### src/rtl/vba_pkg.sv
`timescale 1ns / 1ps

package vba_pkg;

  localparam int RATE_W = 27;
  localparam int FPS_W  = 7;
  localparam int MEAS_W = 32;
  localparam int OP_W   = 2;
  localparam int IDX_W  = 2;

  // stream payload widths
  localparam int S_DATA_W = 64;
  localparam int M_DATA_W = 32;

  // shared divider
  localparam int DIV_W    = 30;
  localparam int DVS_W    = 14;
  localparam int DIV_CNT_W = 5;

  localparam logic [OP_W-1:0] OP_START = 2'd0;
  localparam logic [OP_W-1:0] OP_FRAME = 2'd1;
  localparam logic [OP_W-1:0] OP_LIMIT = 2'd2;

  localparam logic [IDX_W-1:0] CFG_MAX_BITRATE = 2'd0;
  localparam logic [IDX_W-1:0] CFG_FRAME_RATE  = 2'd1;

  localparam logic [RATE_W-1:0] MAX_BITRATE_RST = 27'd1000000;
  localparam logic [FPS_W-1:0]  FRAME_RATE_RST  = 7'd30;

  // max(8*cur, 1e6) floor for the increase numerator
  localparam logic [DIV_W-1:0] MIN_STEP_SCALED = 30'd1000000;
  // 0.8 = 4/5
  localparam logic [DVS_W-1:0] START_DIVISOR = 14'd5;

endpackage

### src/rtl/video_bitrate_adapter.sv
`timescale 1ns / 1ps

// Per-frame encoder bitrate adapter. Each item on the s_ stream returns exactly
// one result on the m_ stream. A start item, and a frame item that takes the
// growth branch, run one shared restoring divider, one quotient bit per cycle
// (floor(4*max/5) for start, max(8*cur, 1e6) divided by 100*fps for frames),
// in the states idle, calc, div and apply; every other item skips the div
// state. m_tvalid rises in the same cycle that s_tready returns, when the apply
// state ends. s_tready is low while an item is in work. A finished result sits
// in the output register, so the next item can be taken while it waits; an
// item that finishes while the previous result is still stalled holds in its
// last step until m_tready. Configuration writes are always ready and must
// only be issued while the block is idle.
module video_bitrate_adapter (
  input  logic                             clk,
  input  logic                             rst,
  input  logic                             s_tvalid,
  output logic                             s_tready,
  // window_full[0], measured_rate[32:1], new_limit[59:33], zero pad
  input  logic [vba_pkg::S_DATA_W-1:0]     s_tdata,
  // op[1:0]
  input  logic [vba_pkg::OP_W-1:0]         s_tuser,
  output logic                             m_tvalid,
  input  logic                             m_tready,
  // current_rate[26:0], rate_changed[27], zero pad
  output logic [vba_pkg::M_DATA_W-1:0]     m_tdata,
  input  logic                             cfg_valid,
  output logic                             cfg_ready,
  input  logic [vba_pkg::IDX_W-1:0]        cfg_index,
  input  logic [vba_pkg::RATE_W-1:0]       cfg_data
);

  typedef enum logic [1:0] {ST_IDLE, ST_CALC, ST_DIV, ST_APPLY} state_t;

  state_t state;

  logic [vba_pkg::RATE_W-1:0]    max_bitrate;
  logic [vba_pkg::FPS_W-1:0]     frame_rate;
  logic [vba_pkg::RATE_W-1:0]    rate_now;
  logic [vba_pkg::RATE_W-1:0]    rate_cap;
  logic [vba_pkg::FPS_W-1:0]     hold_count;

  // latched item
  logic [vba_pkg::OP_W-1:0]      op;
  logic                          window_full;
  logic [vba_pkg::MEAS_W-1:0]    measured_rate;
  logic [vba_pkg::RATE_W-1:0]    new_limit;
  logic                          grow;

  // divider
  logic [vba_pkg::DIV_W-1:0]     quo;
  logic [vba_pkg::DVS_W-1:0]     rem;
  logic [vba_pkg::DVS_W-1:0]     dvs;
  logic [vba_pkg::DIV_CNT_W-1:0] div_cnt;

  logic [vba_pkg::RATE_W-1:0]    current_rate;
  logic                          rate_changed;

  logic                          s_fire;
  logic                          out_free;
  logic [vba_pkg::FPS_W-1:0]     fps_eff;
  logic [vba_pkg::DVS_W-1:0]     fps_div;
  logic [vba_pkg::DIV_W-1:0]     scaled;
  logic                          grow_now;
  logic [vba_pkg::DVS_W:0]       rem_sh;
  logic                          rem_ge;
  logic [vba_pkg::DVS_W:0]       rem_diff;
  logic [vba_pkg::RATE_W:0]      grown;
  logic [vba_pkg::RATE_W:0]      target_raw;
  logic [vba_pkg::RATE_W-1:0]    target;
  logic [vba_pkg::RATE_W-1:0]    rate_next;
  logic                          changed_next;

  assign s_tready  = (state == ST_IDLE);
  assign s_fire    = s_tvalid && s_tready;
  assign out_free  = !m_tvalid || m_tready;
  assign cfg_ready = 1'b1;
  assign m_tdata   = {{(vba_pkg::M_DATA_W - vba_pkg::RATE_W - 1){1'b0}},
                      rate_changed, current_rate};

  always_comb begin
    fps_eff = (frame_rate == '0) ? vba_pkg::FPS_W'(1) : frame_rate;
    // 100*fps = 64*fps + 32*fps + 4*fps
    fps_div = vba_pkg::DVS_W'({fps_eff, 6'b0}) + vba_pkg::DVS_W'({fps_eff, 5'b0})
            + vba_pkg::DVS_W'({fps_eff, 2'b0});
    scaled  = {rate_now, 3'b000};
    if (scaled < vba_pkg::MIN_STEP_SCALED) begin
      scaled = vba_pkg::MIN_STEP_SCALED;
    end
    grow_now = window_full &&
               ((hold_count != '0) || (measured_rate < {5'b0, rate_cap}));

    rem_sh   = {rem, quo[vba_pkg::DIV_W-1]};
    rem_ge   = (rem_sh >= {1'b0, dvs});
    rem_diff = rem_sh - {1'b0, dvs};

    grown = {1'b0, rate_now} + {1'b0, quo[vba_pkg::RATE_W-1:0]}
          + (vba_pkg::RATE_W+1)'(1);
    if (!window_full) begin
      target_raw = {1'b0, rate_now};
    end else if (grow) begin
      target_raw = grown;
    end else begin
      target_raw = {1'b0, rate_cap};
    end
    if (target_raw > {1'b0, max_bitrate}) begin
      target = max_bitrate;
    end else begin
      target = target_raw[vba_pkg::RATE_W-1:0];
    end

    rate_next    = rate_now;
    changed_next = 1'b0;
    case (op)
      vba_pkg::OP_START: begin
        rate_next    = quo[vba_pkg::RATE_W-1:0];
        changed_next = 1'b1;
      end
      vba_pkg::OP_FRAME: begin
        if (target != '0 && target != rate_now) begin
          rate_next    = target;
          changed_next = 1'b1;
        end
      end
      default: ;
    endcase
  end

  always_ff @(posedge clk) begin
    if (rst) begin
      state       <= ST_IDLE;
      m_tvalid    <= 1'b0;
      max_bitrate <= vba_pkg::MAX_BITRATE_RST;
      frame_rate  <= vba_pkg::FRAME_RATE_RST;
      rate_now    <= '0;
      rate_cap    <= '0;
      hold_count  <= '0;
    end else begin
      // a result issued this cycle takes over the output register instead
      if (m_tvalid && m_tready && state != ST_APPLY) begin
        m_tvalid <= 1'b0;
      end

      if (cfg_valid && cfg_ready) begin
        case (cfg_index)
          vba_pkg::CFG_MAX_BITRATE: max_bitrate <= cfg_data;
          vba_pkg::CFG_FRAME_RATE:  frame_rate  <= cfg_data[vba_pkg::FPS_W-1:0];
          default: ;
        endcase
      end

      case (state)
        ST_IDLE: begin
          if (s_fire) begin
            op            <= s_tuser;
            window_full   <= s_tdata[0];
            measured_rate <= s_tdata[vba_pkg::MEAS_W:1];
            new_limit     <= s_tdata[vba_pkg::MEAS_W+vba_pkg::RATE_W:vba_pkg::MEAS_W+1];
            state         <= ST_CALC;
          end
        end

        ST_CALC: begin
          grow    <= grow_now;
          rem     <= '0;
          div_cnt <= '0;
          if (op == vba_pkg::OP_START) begin
            quo   <= {1'b0, max_bitrate, 2'b00};
            dvs   <= vba_pkg::START_DIVISOR;
            state <= ST_DIV;
          end else if (op == vba_pkg::OP_FRAME && grow_now) begin
            quo   <= scaled;
            dvs   <= fps_div;
            state <= ST_DIV;
          end else begin
            state <= ST_APPLY;
          end
        end

        ST_DIV: begin
          quo     <= {quo[vba_pkg::DIV_W-2:0], rem_ge};
          rem     <= rem_ge ? rem_diff[vba_pkg::DVS_W-1:0] : rem_sh[vba_pkg::DVS_W-1:0];
          div_cnt <= div_cnt + vba_pkg::DIV_CNT_W'(1);
          if (div_cnt == vba_pkg::DIV_CNT_W'(vba_pkg::DIV_W - 1)) begin
            state <= ST_APPLY;
          end
        end

        ST_APPLY: begin
          if (out_free) begin
            m_tvalid     <= 1'b1;
            current_rate <= rate_next;
            rate_changed <= changed_next;
            rate_now     <= rate_next;
            state        <= ST_IDLE;
            case (op)
              vba_pkg::OP_LIMIT: begin
                if (new_limit <= max_bitrate) begin
                  rate_cap   <= new_limit;
                  hold_count <= frame_rate;
                end
              end
              vba_pkg::OP_FRAME: begin
                if (hold_count != '0) begin
                  hold_count <= hold_count - vba_pkg::FPS_W'(1);
                end
              end
              default: ;
            endcase
          end
        end

        default: state <= ST_IDLE;
      endcase
    end
  end

endmodule

### config.mk
export PLATFORM = sky130hd
export DESIGN_NAME = video_bitrate_adapter
export DESIGN_NICKNAME = d
export VERILOG_FILES = /design/src/rtl/vba_pkg.sv /design/src/rtl/video_bitrate_adapter.sv
export SDC_FILE = /design/constraint.sdc
export NUM_CORES = 1
export LEC_CHECK = 0
export BUFFER_PORTS_ARGS = -buffer_cell sky130_fd_sc_hd__buf_2
export CELL_PAD_IN_SITES_DETAIL_PLACEMENT = 2
export CELL_PAD_IN_SITES_GLOBAL_PLACEMENT = 2
export CORE_MARGIN = 5
export CORE_UTILIZATION = 33
export CTS_BUF_LIST = sky130_fd_sc_hd__clkbuf_8
export DETAILED_ROUTE_END_ITERATION = 8
export HOLD_SLACK_MARGIN = 0.08
export PLACE_DENSITY = 0.86
export SETUP_SLACK_MARGIN = 0.02
export SLEW_MARGIN = 20
export SYNTH_ARGS = -nofsm -noshare
export SYNTH_HDL_FRONTEND = slang
export SYNTH_SLANG_ARGS = --single-unit
export TNS_END_PERCENT = 10
### constraint.sdc
create_clock -name clk -period 6.3 [get_ports clk]
set_input_delay 1.26 -clock clk [delete_from_list [all_inputs] [get_ports clk]]
set_output_delay 1.26 -clock clk [all_outputs]
set_load 0.02 [all_outputs]
### After elaboration in Yosys (flattened, before gate mapping)

Index checks and enable logic that the tools add are counted.

| word-level totals | value |
|---|---|
| register bits | 252 |
| word-level logic and storage cells | 104 |

| operators by class | value |
|---|---|
| eq/ne operators | 15 |
| reductions and logical operators | 30 |
| bitwise gates (word level) | 1 |
| $lt $le $gt $ge | 5 |
| $add $sub $neg | 7 |
| mux-type cells | 28 |

Operators by type and width:

| kind | number |
|---|---|
| 30-bit two-way mux | 3 |
| 30-bit case mux with 2 select lines | 1 |
| 28-bit two-way mux | 2 |
| 27-bit two-way mux | 2 |
| 27-bit case mux with 2 select lines | 1 |
| 32-bit by 27-bit < comparator with 1-bit output | 1 |
| 30-bit by 20-bit < comparator with 1-bit output, second input constant | 1 |
| 27-bit by 27-bit adder with 28-bit output | 1 |
| 28-bit by 1-bit adder with 28-bit output, second input constant | 1 |
| 28-bit by 27-bit greater-than comparator with 1-bit output | 1 |
| 14-bit two-way mux | 2 |
| 14-bit case mux with 2 select lines | 1 |
| 27-bit <= comparator | 1 |
| 27-bit != test | 1 |
| 27-bit nonzero test | 1 |
| 7-bit two-way mux | 3 |
| 15-bit by 14-bit >= comparator with 1-bit output | 1 |
| 3-bit AND reduction | 5 |
| 13-bit by 12-bit adder with 14-bit output | 1 |
| 14-bit by 9-bit adder with 14-bit output | 1 |
| 7-bit case mux with 2 select lines | 1 |
| 14-bit subtractor | 1 |
| 2-bit != test, second input constant | 5 |
| 5-bit case mux with 2 select lines | 1 |
| other kinds (22) | 47 |

### Longest topological paths before layout

| depth | value |
|---|---|
| depth after elaboration | 10 |
| depth in mapped cells | 26 |

### Least setup slack after synthesis

Ideal clock, no wire load.

| timing | value |
|---|---|
| path type | reg-to-reg |
| start | register rate_now[0] in the netlist's numbering |
| end | register current_rate[23] in the netlist's numbering, data pin |
| required time | 6.042 ns |
| stages on the path, launching flop included | 22 |
| period minus slack after synthesis | 5.929 ns |
| setup slack | 0.371 ns |
| data arrival time | 5.671 ns |
| cell sequence | dfxtp_1 > inv_1 > ha_1 > fa_1 > nor2b_1 > o31a_1 > o21ai_1 > a2111oi_0 > nor3_1 > o31ai_2 > ha_1 > nand3_1 > nor4_1 > a22oi_1 > a211o_1 > or4_1 > o32a_1 > nor4_4 > a21oi_2 > o21bai_4 > inv_2 > o221a_1 |

| on the way | value |
|---|---|
| cells in the longest elaborated chain, start to end | 10 |

Ends and longest elaborated chain:

| what | line | text |
|---|---|---|
| start: declaration | video_bitrate_adapter.sv:39 | `logic [vba_pkg::RATE_W-1:0] rate_now;` |
| start signal: assignment | video_bitrate_adapter.sv:194 | `rate_now <= rate_next;` |
| 27-bit by 27-bit adder with 28-bit output | video_bitrate_adapter.sv:97 | `grown = {1'b0, rate_now} + {1'b0, quo[vba_pkg::RATE_W-1:0]}` |
| 28-bit by 1-bit adder with 28-bit output | video_bitrate_adapter.sv:98 | `+ (vba_pkg::RATE_W+1)'(1);` |
| 28-bit two-way mux | video_bitrate_adapter.sv:101 | `end else if (grow) begin` |
| 28-bit two-way mux | video_bitrate_adapter.sv:99 | `if (!window_full) begin` |
| 28-bit by 27-bit greater-than comparator with 1-bit output | video_bitrate_adapter.sv:106 | `if (target_raw > {1'b0, max_bitrate}) begin` |
| 27-bit two-way mux | video_bitrate_adapter.sv:106 |  |
| 27-bit != test or 27-bit nonzero test (tied branches) | video_bitrate_adapter.sv:120 | `if (target != '0 && target != rate_now) begin` |
| 1-bit logical AND | video_bitrate_adapter.sv:120 |  |
| 27-bit two-way mux (*) | video_bitrate_adapter.sv:120 |  |
| 27-bit case mux with 2 select lines (*) | video_bitrate_adapter.sv:114 | `case (op)` |
| net rate_next (one bit) | video_bitrate_adapter.sv:71 | `logic [vba_pkg::RATE_W-1:0] rate_next;` |
| end signal: assignment | video_bitrate_adapter.sv:192 | `current_rate <= rate_next;` |
| end: declaration | video_bitrate_adapter.sv:56 | `logic [vba_pkg::RATE_W-1:0] current_rate;` |

The timed path passes the listed nets; every way through them passes the cells marked *.
A chain may end at the register's enable or synchronous reset.

### Worst setup path in the final report

| timing | value |
|---|---|
| start | register quo[9] in the netlist's numbering |
| end | register current_rate[8] in the netlist's numbering, data pin |

| on the way | value |
|---|---|
| cells in the longest elaborated chain, start to end | 10 |

Ends and longest elaborated chain:

| what | line | text |
|---|---|---|
| start: declaration | video_bitrate_adapter.sv:51 | `logic [vba_pkg::DIV_W-1:0] quo;` |
| start signal: assignment | video_bitrate_adapter.sv:168 | `quo <= {1'b0, max_bitrate, 2'b00};` |
| start signal: assignment | video_bitrate_adapter.sv:172 | `quo <= scaled;` |
| start signal: assignment | video_bitrate_adapter.sv:181 | `quo <= {quo[vba_pkg::DIV_W-2:0], rem_ge};` |
| 27-bit by 27-bit adder with 28-bit output (*) | video_bitrate_adapter.sv:97 |  |
| 28-bit by 1-bit adder with 28-bit output (*) | video_bitrate_adapter.sv:98 |  |
| 28-bit two-way mux (*) | video_bitrate_adapter.sv:101 |  |
| 28-bit two-way mux (*) | video_bitrate_adapter.sv:99 |  |
| 28-bit by 27-bit greater-than comparator with 1-bit output | video_bitrate_adapter.sv:106 |  |
| 27-bit two-way mux (*) | video_bitrate_adapter.sv:106 |  |
| 27-bit != test or 27-bit nonzero test (tied branches) | video_bitrate_adapter.sv:120 |  |
| 1-bit logical AND | video_bitrate_adapter.sv:120 |  |
| 27-bit two-way mux (*) | video_bitrate_adapter.sv:120 |  |
| 27-bit case mux with 2 select lines (*) | video_bitrate_adapter.sv:114 |  |
| net rate_next (one bit) | video_bitrate_adapter.sv:71 |  |

Marks and branches as above.

==> impl_results.md <==
* Status: finished, violations left
* Failing checks: negative setup slack
* Data arrival time of the worst path at approximately 7 ns
* CTS Sinks at between 200 and 300
* Synth warn at 0
* Critical path required time at 6.71 ns
* Synth Instances at between 1500 and 2000
* Hold Slack at 0.503 ns
* Yosys cell types at 90
* DRT Pass-1 Iters at 5
* Crit path launch type: flop
* Overall power at about 7.8 mW
* Area contributors post-synth: edfxtp_1 27%, dfxtp_1 12%, ha_1 10%
* Synthesized area per cell at 8.87 µm²
* Via density at approximately 6.3
* Unrepaired setup endpoints after global routing: yes
* Width of the chip at around 240 µm
* H-tree levels at 2
* ANT nets after route at 0
* Initial antenna violation count at 2
* Dpl hpwl at approximately 70 mm
* DRC viols at 0
* IO Port Bufs at ~130
* Number of global-route vias before repair at 20400
* Setup-failing EPs final at 55
* Max Transition Viols Final at 0
* Pre-CTS WS at -0.821 ns
* Tcrit/Tclk final at 1.04
* Fin crit period at around 6.6 ns
* Syn-to-layout area delta at 32.6%
* Post-synth EDFFs at 153
* Yosys reg bits at approximately 250
* Cts hold-fix bufs at 0
* Placed Instance Area at ~0.02 mm²
* Top-area cell type share of the netlist area at 0.270
* Vias after detailed routing at 19000
* Initial Utilization at 0.332
* Register area at between 0.006 and 0.007 mm²
* Routed wire length at between 90 and 100 mm
* Synth async-reset ratio at 0
* Crit end category: flop
* Dominant cell type by area after synthesis: edfxtp_1
* Die footprint at ~0.056 mm²
* Final worst slack at -0.251 ns
* Global-route wire length before repair at about 140 mm
* Worst-Margin Slew at between 1 and 1.5 ns
* Setup CP Type: reg2reg
* Layout cell share with drive strength beyond 1 at 0.290
* R2R Path Start: quo[9]$_DFFE_PP_
* Die Span Y at about 240 µm
* Leak Pwr at about 9 nW
* RD Place Congestion at slightly above 1
* Number of instances in the placed design at 2889
* Hold_sp: rate_cap[23]$_SDFFE_PP0P_
* Synth cell count leaders: 190 x nand2_1, 169 x a21oi_1, 153 x edfxtp_1
* CTS tree: built
* Multi-input logic area at a little over 0.01 mm²
* Worst-Skew Late Latency at between 0.6 and 0.7 ns
* Nets at around 2600
* Filler cells at 5503
* Num CTS Buffers at between 40 and 50
* Hold Vio Cnt, Final at 0
* Synth Flop Type: edfxtp_1
* Largest net degree at the start of global routing at 75
* CORE AREA at approximately 0.051 mm²
* Pwr/cell area at 344 mW/mm²
* Row cnt at 83
* Slew HR at 0.137
* Worst VDD drop at ~0.16 mV
* Max Cap Viol at 0
* Clock tree buffer depth at 3
* Reg clk slew, reported paths at around 0.070 ns
* Critical Path Source: quo[9]$_DFFE_PP_
* Sequential fraction of the synthesis area at 0.386
* Final cell count without fillers at slightly above 3000
* Synth Cell Area at 0.0170 mm²
* DRT iter0 DRCs at 1873
* All-Layer GR Usage at 0.327
* IO Count at 135
* Post-route cell area at 0.0225 mm²
* Root buf cell: clkbuf_8
* Hold Path Class: reg2reg
* Crit path max fanout at 6
* Total congestion overflow at 0
* Max Clock Freq at around 150 MHz
* Drt wl/cell at around 33 µm
* Post-Route Skew at 0.0506 ns
* Top-count cell post-synth: nand2_1
[power breakdown]
part | switching [mW] | internal (mW) | leakage, nW | total, mW
clock | 0.844 | 0.931 | 0.597 | 1.78
sequential | 0.211 | 2.03 | 2.21 | 2.24
combinational | 2.29 | 1.45 | 6.27 | 3.74
[cells by family (layout without fill, tap and decap cells)]
group	count (synthesis)	after routing	synth area share
buf+inv	252	684	0.0586
flops	251	251	0.386
compound gates	626	626	0.247
xor+xnor	44	44	0.0227
simple gates	565	565	0.159
mux	31	31	0.0189
other cells	2	7	0.000442
fa+ha+maj	144	144	0.107
[timing repair]
| action | in CTS | in global routing |
|---|---|---|
| resized for setup | 94 | 88 |
| cloned | 1 | 1 |
| endpoints found under the setup margin | 55 | 55 |
| hold endpoints to repair | 0 | 0 |
| pin swaps | 39 | 50 |
| buffers inserted | 33 | 22 |
[routing by layer]
metal,GRT usage,vias up,part of all wire
met5,0,-,0.00013
met4,0.185,2,0.070
met3,0.0556,370,0.079
met2,0.546,1083,0.46
met1,0.400,9654,0.39
li1,-,7926,-
[critical path, cell delays in order (launching register included)]
cell and delay [ns]:
edfxtp_1 0.53, ha_4 0.35, a21oi_2 0.08, buf_4 0.15, o21ba_2 0.24, and2_2 0.24, a2111oi_4 0.39, buf_4 0.20
nor3_2 0.05, o31ai_2 0.38, ha_1 0.36, nand3_4 0.10, nor4_4 0.06, buf_4 0.16, a211oi_2 0.22, nand4b_1 0.24
a211o_1 0.40, buf_4 0.17, buf_6 0.13, nor2_4 0.10, nand4_1 0.15, o32a_1 0.37, buf_4 0.15, nor4_4 0.24
a21oi_2 0.10, o21bai_4 0.24, clkinv_4 0.17, o221a_1 0.28
[cell usage in the layout, fill, tap and decap left out, drive strengths merged, types with 25 or more instances in the layout]
master	Yosys	layout
a21oi	171	171
a221oi	25	25
dfxtp	98	98
nor3	33	33
nand3	63	63
nand2	190	190
xnor2	27	27
a21o	38	38
inv	138	161
buf	32	453
nand4	27	27
ha	141	141
clkbuf	80	56
o22ai	33	33
o21ai	125	125
edfxtp	153	153
nor2	127	127
[path summary, 6_finish.rpt]
path,endpoint,slack [ns],depth (start not counted)
setup reg to reg,current_rate[8]$_DFFE_PP_,-0.25,27
setup / recovery,current_rate[8]$_DFFE_PP_,-0.25,27
hold reg to reg,rate_cap[23]$_SDFFE_PP0P_,0.50,2
hold / removal,rate_cap[23]$_SDFFE_PP0P_,0.50,2
[layout make-up]
| type | instances | share of cell area |
|---|---|---|
| clock inverter | 35 | 0.0108 |
| timing repair buffer | 454 | 0.144 |
| sequential | 251 | 0.291 |
| clock buffer | 55 | 0.0336 |
| inverter | 140 | 0.0235 |
| multi-input combinational | 1415 | 0.459 |
| tap | 680 | 0.0378 |
| antenna | 2 | 0.000222 |
[through the flow]
stage / utilization / setup TNS, ns
2_1_floorplan: - / 0
3_3_place_gp: 0.394 / -22.75
3_5_place_dp: 0.394 / -34.95
4_1_cts: 0.428 / -0.0150
5_1_grt: 0.440 / -14.03
6_report: 0.440 / -7.88
[state kept, by name (all words and copies together), names as in the netlist, 7 cells and up]
register / flops
current_rate: 27
frame_rate: 7
hold_count: 7
rate_cap: 27
new_limit: 27
quo: 30
max_bitrate: 27
measured_rate: 32
rate_now: 27
dvs: 13
rem: 14
No activity file was read; power rests on OpenSTA's default activity.
